--- config.mk ---
export PLATFORM = sky130hd
export DESIGN_NAME = held_note_tracker
export DESIGN_NICKNAME = d
export VERILOG_FILES = /design/src/rtl/hnt_pkg.sv /design/src/rtl/hnt_ram.sv /design/src/rtl/hnt_front.sv /design/src/rtl/hnt_back.sv /design/src/rtl/held_note_tracker.sv
export SDC_FILE = /design/constraint.sdc
export NUM_CORES = 2
export LEC_CHECK = 0
export ABC_AREA = 1
export BUFFER_PORTS_ARGS = -buffer_cell sky130_fd_sc_hd__buf_4
export CAP_MARGIN = 20
export CORE_ASPECT_RATIO = 1.1
export CORE_UTILIZATION = 40
export DETAILED_ROUTE_END_ITERATION = 8
export PLACE_DENSITY = 0.56
export SYNTH_ARGS = -nofsm -noshare
export SYNTH_HDL_FRONTEND = slang
export SYNTH_SLANG_ARGS = --single-unit
--- constraint.sdc ---
create_clock -name clk -period 11.5 [get_ports clk]
set_clock_uncertainty 0.1 [all_clocks]
set_input_delay 2.3 -clock clk [delete_from_list [all_inputs] [get_ports clk]]
set_output_delay 2.3 -clock clk [all_outputs]
set_load 0.01 [all_outputs]
--- src/rtl/hnt_pkg.sv ---
// Shared types, constants and helper functions of the held-note tracker.
`default_nettype none

package hnt_pkg;

  // Key space: one bit per (channel, pitch)
  localparam int CHANNELS   = 16;
  localparam int PITCHES    = 128;
  localparam int KEY_COUNT  = CHANNELS * PITCHES;
  localparam int WORD_BITS  = 64;
  localparam int WORD_COUNT = KEY_COUNT / WORD_BITS;
  localparam int BIT_W      = $clog2(WORD_BITS);
  localparam int WADDR_W    = $clog2(WORD_COUNT);

  // Field widths
  localparam int REQ_W   = 3;
  localparam int CH_W    = 4;
  localparam int PITCH_W = 7;
  localparam int KEY_W   = CH_W + PITCH_W;
  localparam int VEL_W   = 7;
  localparam int OFF_W   = 16;
  localparam int COUNT_W = 12;

  // Channel bound for the range check, one bit wider than the channel field
  localparam logic [CH_W:0] CH_LIMIT = (CH_W + 1)'(CHANNELS);

  // Request codes on the input port
  localparam logic [REQ_W-1:0] REQ_NOTE_ON      = 3'd0;
  localparam logic [REQ_W-1:0] REQ_NOTE_OFF     = 3'd1;
  localparam logic [REQ_W-1:0] REQ_CHASE_ON     = 3'd2;
  localparam logic [REQ_W-1:0] REQ_RELEASE_NEXT = 3'd3;
  localparam logic [REQ_W-1:0] REQ_CLEAR_ALL    = 3'd4;

  // Event kinds on the result port
  localparam logic EVT_NOTE_OFF = 1'b0;
  localparam logic EVT_NOTE_ON  = 1'b1;

  // Operations that reach the back end
  typedef enum logic [2:0] {
    OP_NOTE_ON,
    OP_NOTE_OFF,
    OP_CHASE_ON,
    OP_RELEASE,
    OP_CLEAR
  } op_t;

  // Classified command passed from front to back
  typedef struct packed {
    op_t                op;
    logic [CH_W-1:0]    channel;
    logic [PITCH_W-1:0] pitch;
    logic [VEL_W-1:0]   velocity;
    logic [OFF_W-1:0]   offset;
  } cmd_t;

  // One result beat
  typedef struct packed {
    logic               is_event;
    logic               event_kind;
    logic [CH_W-1:0]    channel;
    logic [PITCH_W-1:0] pitch;
    logic [VEL_W-1:0]   velocity;
    logic [OFF_W-1:0]   offset;
    logic [COUNT_W-1:0] held_count;
    logic               last;
  } result_t;

  // Index of the lowest set bit of a bitmap word (0 when empty)
  function automatic logic [BIT_W-1:0] low_bit(input logic [WORD_BITS-1:0] w);
    logic [BIT_W-1:0] idx;
    idx = '0;
    for (int i = WORD_BITS - 1; i >= 0; i--) begin
      if (w[i]) idx = BIT_W'(i);
    end
    return idx;
  endfunction

  // Index of the lowest non-empty word (0 when all empty)
  function automatic logic [WADDR_W-1:0] low_word(input logic [WORD_COUNT-1:0] nz);
    logic [WADDR_W-1:0] idx;
    idx = '0;
    for (int i = WORD_COUNT - 1; i >= 0; i--) begin
      if (nz[i]) idx = WADDR_W'(i);
    end
    return idx;
  endfunction

endpackage

`default_nettype wire

--- src/rtl/hnt_ram.sv ---
// Generic single-write, single-read RAM with registered read data.
`default_nettype none

module hnt_ram #(
  parameter int WIDTH = 64,
  parameter int DEPTH = 32
) (
  input  wire logic                     clk,
  input  wire logic                     we,
  input  wire logic [$clog2(DEPTH)-1:0] waddr,
  input  wire logic [WIDTH-1:0]         wdata,
  input  wire logic                     re,
  input  wire logic [$clog2(DEPTH)-1:0] raddr,
  output logic      [WIDTH-1:0]         rdata
);

  logic [WIDTH-1:0] mem [DEPTH];

  // Write port
  always_ff @(posedge clk) begin
    if (we) mem[waddr] <= wdata;
  end

  // Registered read port
  always_ff @(posedge clk) begin
    if (re) rdata <= mem[raddr];
  end

endmodule

`default_nettype wire

--- src/rtl/hnt_front.sv ---
// Front end: accepts requests, classifies them and queues commands for the back end.
`default_nettype none

module hnt_front (
  input  wire logic                        clk,
  input  wire logic                        rst,
  input  wire logic                        push,
  output logic                             full,
  input  wire logic [hnt_pkg::REQ_W-1:0]   req_type,
  input  wire logic [hnt_pkg::CH_W-1:0]    channel,
  input  wire logic [hnt_pkg::PITCH_W-1:0] pitch,
  input  wire logic [hnt_pkg::VEL_W-1:0]   velocity,
  input  wire logic [hnt_pkg::OFF_W-1:0]   sample_offset,
  output logic                             cmd_valid,
  output hnt_pkg::cmd_t                    cmd,
  input  wire logic                        cmd_pop
);

  hnt_pkg::cmd_t q [2];
  logic          wptr;
  logic          rptr;
  logic [1:0]    count;
  hnt_pkg::cmd_t cls;
  logic          keep;
  logic          ch_ok;
  logic          accept;
  logic          enq;
  logic          deq;

  // Classify the incoming beat; unused codes and bad channels on note requests are dropped
  always_comb begin
    ch_ok        = ({1'b0, channel} < hnt_pkg::CH_LIMIT);
    cls.channel  = channel;
    cls.pitch    = pitch;
    cls.velocity = velocity;
    cls.offset   = sample_offset;
    cls.op       = hnt_pkg::OP_CLEAR;
    keep         = 1'b0;
    case (req_type)
      hnt_pkg::REQ_NOTE_ON: begin
        cls.op = hnt_pkg::OP_NOTE_ON;
        keep   = ch_ok;
      end
      hnt_pkg::REQ_NOTE_OFF: begin
        cls.op = hnt_pkg::OP_NOTE_OFF;
        keep   = ch_ok;
      end
      hnt_pkg::REQ_CHASE_ON: begin
        cls.op = hnt_pkg::OP_CHASE_ON;
        keep   = ch_ok;
      end
      hnt_pkg::REQ_RELEASE_NEXT: begin
        cls.op = hnt_pkg::OP_RELEASE;
        keep   = 1'b1;
      end
      hnt_pkg::REQ_CLEAR_ALL: begin
        cls.op = hnt_pkg::OP_CLEAR;
        keep   = 1'b1;
      end
      default: begin
        keep = 1'b0;
      end
    endcase
  end

  assign full      = (count == 2'd2);
  assign accept    = push && !full;
  assign enq       = accept && keep;
  assign cmd_valid = (count != 2'd0);
  assign deq       = cmd_pop && cmd_valid;
  assign cmd       = q[rptr];

  // Two-entry command queue: control
  always_ff @(posedge clk) begin
    if (rst) begin
      wptr  <= 1'b0;
      rptr  <= 1'b0;
      count <= 2'd0;
    end else begin
      if (enq) wptr <= ~wptr;
      if (deq) rptr <= ~rptr;
      if (enq && !deq) begin
        count <= count + 2'd1;
      end else if (deq && !enq) begin
        count <= count - 2'd1;
      end
    end
  end

  // Two-entry command queue: storage
  always_ff @(posedge clk) begin
    if (enq) q[wptr] <= cls;
  end

endmodule

`default_nettype wire

--- src/rtl/hnt_back.sv ---
// Back end: bitmap read-modify-write, release search and result buffer.
`default_nettype none

module hnt_back (
  input  wire logic    clk,
  input  wire logic    rst,
  input  wire logic    cmd_valid,
  input  wire hnt_pkg::cmd_t cmd,
  output logic         cmd_pop,
  output logic         res_valid,
  output hnt_pkg::result_t res,
  input  wire logic    res_pop
);

  typedef enum logic [2:0] {
    S_IDLE  = 3'b001,
    S_ISSUE = 3'b010,
    S_DATA  = 3'b100
  } state_t;

  state_t                               state;
  hnt_pkg::cmd_t                        cur;
  logic [hnt_pkg::WADDR_W-1:0]          waddr;
  logic                                 rel_found;
  logic [hnt_pkg::WORD_COUNT-1:0]       nz;
  logic [hnt_pkg::COUNT_W-1:0]          total;
  logic [hnt_pkg::COUNT_W-1:0]          total_next;
  hnt_pkg::result_t                     res_q [2];
  logic [1:0]                           rcount;
  logic [1:0]                           n_res;
  logic [hnt_pkg::KEY_W-1:0]            key;
  logic [hnt_pkg::KEY_W-1:0]            rel_key;
  logic [hnt_pkg::WADDR_W-1:0]          rd_addr;
  logic [hnt_pkg::WORD_BITS-1:0]        rdata;
  logic [hnt_pkg::WORD_BITS-1:0]        word;
  logic [hnt_pkg::WORD_BITS-1:0]        mask;
  logic [hnt_pkg::WORD_BITS-1:0]        new_word;
  logic [hnt_pkg::BIT_W-1:0]            bit_sel;
  logic                                 held;
  logic                                 wr_word;
  logic                                 ram_we;
  logic                                 ram_re;
  hnt_pkg::result_t                     r0;
  hnt_pkg::result_t                     r1;

  // Start a new command only with an empty result buffer
  assign cmd_pop   = (state == S_IDLE) && cmd_valid && (rcount == 2'd0);
  assign res_valid = (rcount != 2'd0);
  assign res       = res_q[0];

  // Read address: lowest non-empty word for release, else the key's word
  assign key = {cur.channel, cur.pitch};
  always_comb begin
    if (cur.op == hnt_pkg::OP_RELEASE) begin
      rd_addr = hnt_pkg::low_word(nz);
    end else begin
      rd_addr = hnt_pkg::WADDR_W'(key >> hnt_pkg::BIT_W);
    end
  end

  assign ram_re = (state == S_ISSUE);
  assign ram_we = (state == S_DATA) && wr_word;

  hnt_ram #(
    .WIDTH (hnt_pkg::WORD_BITS),
    .DEPTH (hnt_pkg::WORD_COUNT)
  ) u_map (
    .clk   (clk),
    .we    (ram_we),
    .waddr (waddr),
    .wdata (new_word),
    .re    (ram_re),
    .raddr (rd_addr),
    .rdata (rdata)
  );

  // Words whose summary flag is clear read as empty
  assign word    = rdata & {hnt_pkg::WORD_BITS{nz[waddr]}};
  assign bit_sel = (cur.op == hnt_pkg::OP_RELEASE) ? hnt_pkg::low_bit(word)
                                                   : key[hnt_pkg::BIT_W-1:0];
  assign held    = word[bit_sel];
  assign mask    = {{(hnt_pkg::WORD_BITS - 1){1'b0}}, 1'b1} << bit_sel;
  assign rel_key = hnt_pkg::KEY_W'({waddr, bit_sel});

  // Update of the word and the count, and the results it causes
  always_comb begin
    new_word   = word;
    wr_word    = 1'b0;
    total_next = total;
    n_res      = 2'd0;
    r0         = '0;
    r1         = '0;
    r0.is_event = 1'b1;
    r0.channel  = cur.channel;
    r0.pitch    = cur.pitch;
    r0.offset   = cur.offset;
    r0.last     = 1'b1;
    r1          = r0;
    case (cur.op)
      hnt_pkg::OP_NOTE_ON: begin
        if (held) begin
          // re-attack: note-off first, then the note-on
          r0.event_kind = hnt_pkg::EVT_NOTE_OFF;
          r0.last       = 1'b0;
          r1.event_kind = hnt_pkg::EVT_NOTE_ON;
          r1.velocity   = cur.velocity;
          n_res         = 2'd2;
        end else begin
          new_word      = word | mask;
          wr_word       = 1'b1;
          total_next    = total + hnt_pkg::COUNT_W'(1);
          r0.event_kind = hnt_pkg::EVT_NOTE_ON;
          r0.velocity   = cur.velocity;
          n_res         = 2'd1;
        end
      end
      hnt_pkg::OP_NOTE_OFF: begin
        if (held) begin
          new_word      = word & ~mask;
          wr_word       = 1'b1;
          total_next    = total - hnt_pkg::COUNT_W'(1);
          r0.event_kind = hnt_pkg::EVT_NOTE_OFF;
          n_res         = 2'd1;
        end
      end
      hnt_pkg::OP_CHASE_ON: begin
        if (!held) begin
          new_word      = word | mask;
          wr_word       = 1'b1;
          total_next    = total + hnt_pkg::COUNT_W'(1);
          r0.event_kind = hnt_pkg::EVT_NOTE_ON;
          r0.velocity   = cur.velocity;
          n_res         = 2'd1;
        end
      end
      hnt_pkg::OP_RELEASE: begin
        n_res = 2'd1;
        if (rel_found) begin
          new_word      = word & ~mask;
          wr_word       = 1'b1;
          total_next    = total - hnt_pkg::COUNT_W'(1);
          r0.event_kind = hnt_pkg::EVT_NOTE_OFF;
          r0.channel    = hnt_pkg::CH_W'(rel_key >> hnt_pkg::PITCH_W);
          r0.pitch      = rel_key[hnt_pkg::PITCH_W-1:0];
        end else begin
          // nothing held: empty marker beat
          r0          = '0;
          r0.last     = 1'b1;
        end
      end
      default: begin
        n_res = 2'd0;
      end
    endcase
    r0.held_count = total_next;
    r1.held_count = total_next;
  end

  // Sequencer and control state
  always_ff @(posedge clk) begin
    if (rst) begin
      state  <= S_IDLE;
      nz     <= '0;
      total  <= '0;
      rcount <= 2'd0;
    end else begin
      if (res_pop && rcount != 2'd0) rcount <= rcount - 2'd1;
      case (state)
        S_IDLE: begin
          if (cmd_pop) state <= S_ISSUE;
        end
        S_ISSUE: begin
          if (cur.op == hnt_pkg::OP_CLEAR) begin
            nz    <= '0;
            total <= '0;
            state <= S_IDLE;
          end else begin
            state <= S_DATA;
          end
        end
        S_DATA: begin
          if (wr_word) nz[waddr] <= |new_word;
          total  <= total_next;
          rcount <= n_res;
          state  <= S_IDLE;
        end
        default: begin
          state <= S_IDLE;
        end
      endcase
    end
  end

  // Command, address and result payload
  always_ff @(posedge clk) begin
    if (cmd_pop) cur <= cmd;
    if (state == S_ISSUE) begin
      waddr     <= rd_addr;
      rel_found <= |nz;
    end
    if (state == S_DATA) begin
      res_q[0] <= r0;
      res_q[1] <= r1;
    end else if (res_pop && rcount != 2'd0) begin
      res_q[0] <= res_q[1];
    end
  end

`ifndef SYNTHESIS
  a_empty_map_zero_count: assert property (@(posedge clk) disable iff (rst)
    (nz == '0) |-> (total == '0))
    else $error("held count nonzero with an empty bitmap");

  a_count_bound: assert property (@(posedge clk) disable iff (rst)
    (total <= hnt_pkg::COUNT_W'(hnt_pkg::KEY_COUNT)))
    else $error("held count above key count");

  a_results_into_empty: assert property (@(posedge clk) disable iff (rst)
    (state == S_DATA) |-> (rcount == 2'd0))
    else $error("results written over waiting beats");

  a_clear_empties: assert property (@(posedge clk) disable iff (rst)
    (state == S_ISSUE && cur.op == hnt_pkg::OP_CLEAR) |=> (total == '0 && nz == '0))
    else $error("clear-all left held notes");
`endif

endmodule

`default_nettype wire

--- src/rtl/held_note_tracker.sv ---
// Path: a request passes the front queue, then the back end's issue and data states,
//   and is then written into the result buffer before its first result shows.
// Order: the back end takes one request at a time, only while idle with an empty
//   result buffer; all but clear-all do a RAM read-modify-write of one 64-bit word.
// Reset: clears both queues, the held count and the per-word summary flags; the bitmap
//   RAM itself is not swept, a word whose flag is clear reads as empty.
`default_nettype none

module held_note_tracker (
  input  wire logic                        clk,
  input  wire logic                        rst,
  input  wire logic                        push,
  output logic                             full,
  input  wire logic [hnt_pkg::REQ_W-1:0]   req_type,
  input  wire logic [hnt_pkg::CH_W-1:0]    channel,
  input  wire logic [hnt_pkg::PITCH_W-1:0] pitch,
  input  wire logic [hnt_pkg::VEL_W-1:0]   velocity,
  input  wire logic [hnt_pkg::OFF_W-1:0]   sample_offset,
  output logic                             empty,
  input  wire logic                        pop,
  output logic                             is_event,
  output logic                             event_kind,
  output logic [hnt_pkg::CH_W-1:0]         out_channel,
  output logic [hnt_pkg::PITCH_W-1:0]      out_pitch,
  output logic [hnt_pkg::VEL_W-1:0]        out_velocity,
  output logic [hnt_pkg::OFF_W-1:0]        out_offset,
  output logic [hnt_pkg::COUNT_W-1:0]      held_count,
  output logic                             last
);

  hnt_pkg::cmd_t    cmd;
  logic             cmd_valid;
  logic             cmd_pop;
  logic             res_valid;
  hnt_pkg::result_t res;

  hnt_front u_front (
    .clk           (clk),
    .rst           (rst),
    .push          (push),
    .full          (full),
    .req_type      (req_type),
    .channel       (channel),
    .pitch         (pitch),
    .velocity      (velocity),
    .sample_offset (sample_offset),
    .cmd_valid     (cmd_valid),
    .cmd           (cmd),
    .cmd_pop       (cmd_pop)
  );

  hnt_back u_back (
    .clk       (clk),
    .rst       (rst),
    .cmd_valid (cmd_valid),
    .cmd       (cmd),
    .cmd_pop   (cmd_pop),
    .res_valid (res_valid),
    .res       (res),
    .res_pop   (pop)
  );

  // Result ports
  assign empty        = !res_valid;
  assign is_event     = res.is_event;
  assign event_kind   = res.event_kind;
  assign out_channel  = res.channel;
  assign out_pitch    = res.pitch;
  assign out_velocity = res.velocity;
  assign out_offset   = res.offset;
  assign held_count   = res.held_count;
  assign last         = res.last;

endmodule

`default_nettype wire
==> flow_results.org <==
** Status
- The run finished with clean final reports.

** Synth
- Post-synthesis instance total :: 8296
- Avg Synthesized Cell Area :: 12.0 µm²
- The number of nets handed over by synthesis was 8341.
- Proportion of netlist area held by the largest area contributor :: 0.702
- Among all flip-flop cells after synthesis, the most frequent one is sky130_fd_sc_hd__edfxtp_1.
- The synthesized design contains 2378 register bits.
- Async set-reset flop share out of synthesis :: 0
- Share of the yosys chip area belonging to registers :: 0.713
- Yosys mapped a number of flops with a built-in enable equal to 2325.
- Counting distinct cell types in the post-synthesis netlist gives 53.
- By instance count, the leading cell after synthesis is sky130_fd_sc_hd__edfxtp_1.
- During synthesis, Yosys emitted a total of 0 warnings.
- The biggest area contributor in the post-synthesis netlist is sky130_fd_sc_hd__edfxtp_1.
- Area of the mapped netlist :: 99400 µm²
- Ranked by instance count, the synthesized netlist is headed by 2325 x sky130_fd_sc_hd__edfxtp_1, 1916 x sky130_fd_sc_hd__nor2_1, 1068 x sky130_fd_sc_hd__nand2_1, 799 x sky130_fd_sc_hd__o21ai_0, 482 x sky130_fd_sc_hd__clkbuf_1.
- Yosys attributes the largest share of cell area to sky130_fd_sc_hd__edfxtp_1 70%, sky130_fd_sc_hd__nor2_1 7.2%, sky130_fd_sc_hd__o32ai_1 4.2%.

** Drt
- Violation count after the first detailed-route iteration :: 8249
- The detail route stage leaves a number of antenna-violating nets equal to 0.
- The first detailed-routing pass ran for 8 iterations.
- Mean routed wirelength per cell :: 27.4 µm
- For this run, design rule violations remaining after detail routing come to 0.
- DRT Wirelength :: 323000 µm
- The detailed router placed 68900 vias in this run.
- In the routed layout, each cell is associated on average with a via count of 5.85.

** Finish
- Layout cells sized above 1 :: 0.103
- From synthesis to final layout, the design area changed by 13.3%.
- Nets :: 8340
- Final core utilization :: 0.457

** Power and ir drop
- Dividing total power by cell area gives a power density of 230 nW/µm².
- IR analysis of the VDD net gives a maximum drop of 0.258 mV.
- For this design the static power due to leakage is 0.0369 µW.

** Clock tree
- Cts bufs inserted :: 232
- Quantity of gates resized following cts :: 0
- After clock tree synthesis, the clock-pin slew on the worst setup and hold paths is 0.06 ns.
- Buffers added to address setup during post-CTS repair amount to 0.
- Clock insertion delay at the later pin of the skew report :: 0.91 ns
- In this run the number of H-tree levels came out at 4.
- Counting along the longest clock path gives a buffer depth of 3.
- Hold repair after CTS inserted 0 buffers.
- Counting every sink on the clock net gives 2378.
- Clock tree from TritonCTS :: done
- Cell at the root of the clock tree :: sky130_fd_sc_hd__clkbuf_16

** Worst setup path
- The critical path is of the flop to flop type.
- By instance count, the cell type seen most on the critical path is sky130_fd_sc_hd__nand2_1.
- Slowest cell delay on critical path :: 0.89 ns
- Counting both buffers and inverters, the worst setup path holds a total of 4.
- Arrival time of data at the critical path endpoint :: 10.29 ns
- Startpoint type of the worst setup path :: flop
- Of all nets on the critical path, the largest fanout is 31.
- Crit. End Element :: flop
- At the worst endpoint, the required time is 11.89 ns.
- On the critical path, the stage with the largest delay is an instance of sky130_fd_sc_hd__edfxtp_1.
- Broken down by cell family, the worst path's largest delay share belongs to simple AND/OR/NAND/NOR gates.

** Global routing
- For this run, the total global-route usage over all layers was measured as 0.252.
- The number of global-route vias before repair came to 65400.
- Pin count of the biggest net entering global routing :: 213
- Grt ovf :: 0
- Number of antenna violations at the first check in global routing :: 17
- Wire length of the first global-routing pass :: 467000 µm

** Timing
- The final number of max-transition violations is 0.
- The routed design could run at a clock period as short as 9.89 ns.
- Static timing analysis puts the maximum clock frequency at 0.101 GHz.
- The total count of hold-check failures in the final report is 0.
- Setup repair after global routing left no endpoint under its margin.
- Slew HR :: 0.231
- Setup violations remaining at the end of the flow were counted as 0.
- Dividing the final minimum period by the clock period gives 0.860.
- Measured slew at the worst slew-check pin :: 1.14 ns
- Accumulated negative setup slack :: 0 ns

** Floorplanning
- The floorplan has 191 rows.
- Floorplan die width :: 477 µm
- The core region is 247000 µm².
- Measured along the y axis, the die boundary spans 525 µm.
- For this configuration, the core starts out at a cell density of 0.403.
- Die area :: 251000 µm²
- Count of boundary I/O pins :: 92

** Min path
- The path class of the tightest hold or removal check is flop to flop.

** Placed design
- Detailed-placement wirelength estimate :: 189000 µm
- Routability-driven placement congestion ratio :: 0.913
- Input and output buffers added on the ports amount to 91.

** Flow run
- Max-cap violations in this run came to 0.
layout make-up:
type                       instances  area (µm²)
multi-input combinational       5131       25800
clock buffer                     277        6070
antenna                            5        12.5
timing repair buffer             327        3220
fill                           22300      134000
tap                             3281        4110
inverter                         225         875
clock inverter                   157        1670
sequential                      2378       70900
power breakdown:
part | internal, µW | total, µW | switching (µW) | leakage, µW
Clock | 4430 | 7780 | 3340 | 0.00377
Combinational | 1990 | 8280 | 6300 | 0.0123
Sequential | 9820 | 9880 | 67.0 | 0.0208
Total | 16200 | 25900 | 9710 | 0.0369
kinds of logic after synthesis:
logic type	share of synthesized area
DFF	0.713
xor gates and xnor gates	0.00176
adders and majority gates	0.000503
and+or+nand+nor	0.143
AOI/OAI and AO/OA	0.111
buffers and inverters	0.0313
path summary, 6_finish.rpt:
path / to / depth (start not counted) / start / slack, ns
setup / recovery: u_back.u_map.mem[8][35]$_DFFE_PP_ / 84 / u_back.waddr[0]$_DFFE_PN_ / 1.61
hold / removal: u_back.res_q[1][21]$_DFFE_PP_ / 0 / u_back.cur[8]$_DFFE_PP_ / 0.35
setup reg to reg: u_back.u_map.mem[8][35]$_DFFE_PP_ / 84 / u_back.waddr[0]$_DFFE_PN_ / 1.61
hold reg to reg: u_back.res_q[1][21]$_DFFE_PP_ / 0 / u_back.cur[8]$_DFFE_PP_ / 0.35
through the flow:
step           instance area (µm²)  total power (µW)  cells  hold slack [ns]  worst slack, ns
2_1_floorplan                99400             15100   8296            0.326             2.82
3_3_place_gp                105000             18200  11300            0.331             1.29
3_5_place_dp                105000             18300  11300            0.338             1.77
4_1_cts                     113000             26000  11800            0.352             1.70
5_1_grt                     113000             26900  11800            0.360            0.619
6_report                    113000             25900  11800            0.352             1.61
state kept, by name (all words and copies together), names as in the netlist:
register / cells
u_back.u_map.rdata: 64
u_back.u_map.mem: 2048
u_back.rcount: 2
u_back.rel_found: 1
u_front.wptr: 1
u_back.cur: 37
u_back.waddr: 5
u_back.state: 3
u_back.res_q: 96
u_back.total: 12
u_front.count: 2
u_front.q: 74
u_back.nz: 32
u_front.rptr: 1
per-layer routing:
layer	track usage	routed length, µm	vias to the layer above
li1	-	-	30300
met2	0.403	151000	3058
met4	0.0999	13000	0
met3	0.0345	24100	533
met5	0	0	-
met1	0.347	135000	35000
placed cells by master (no fill, tap or decap), types with 61 or more instances in the layout:
cell                           n
sky130_fd_sc_hd__nand4_1     104
sky130_fd_sc_hd__o32ai_1     473
sky130_fd_sc_hd__o21ai_0     798
sky130_fd_sc_hd__o22ai_1     112
sky130_fd_sc_hd__nor2_1     1881
sky130_fd_sc_hd__nand3_2      66
sky130_fd_sc_hd__clkbuf_16   236
sky130_fd_sc_hd__inv_1       197
sky130_fd_sc_hd__nand2_1    1066
sky130_fd_sc_hd__buf_4       263
sky130_fd_sc_hd__buf_12       61
sky130_fd_sc_hd__nand3_1     179
sky130_fd_sc_hd__edfxtp_1   2325
sky130_fd_sc_hd__clkinv_1     62
Note: power is estimated with default switching activity, not from simulation.
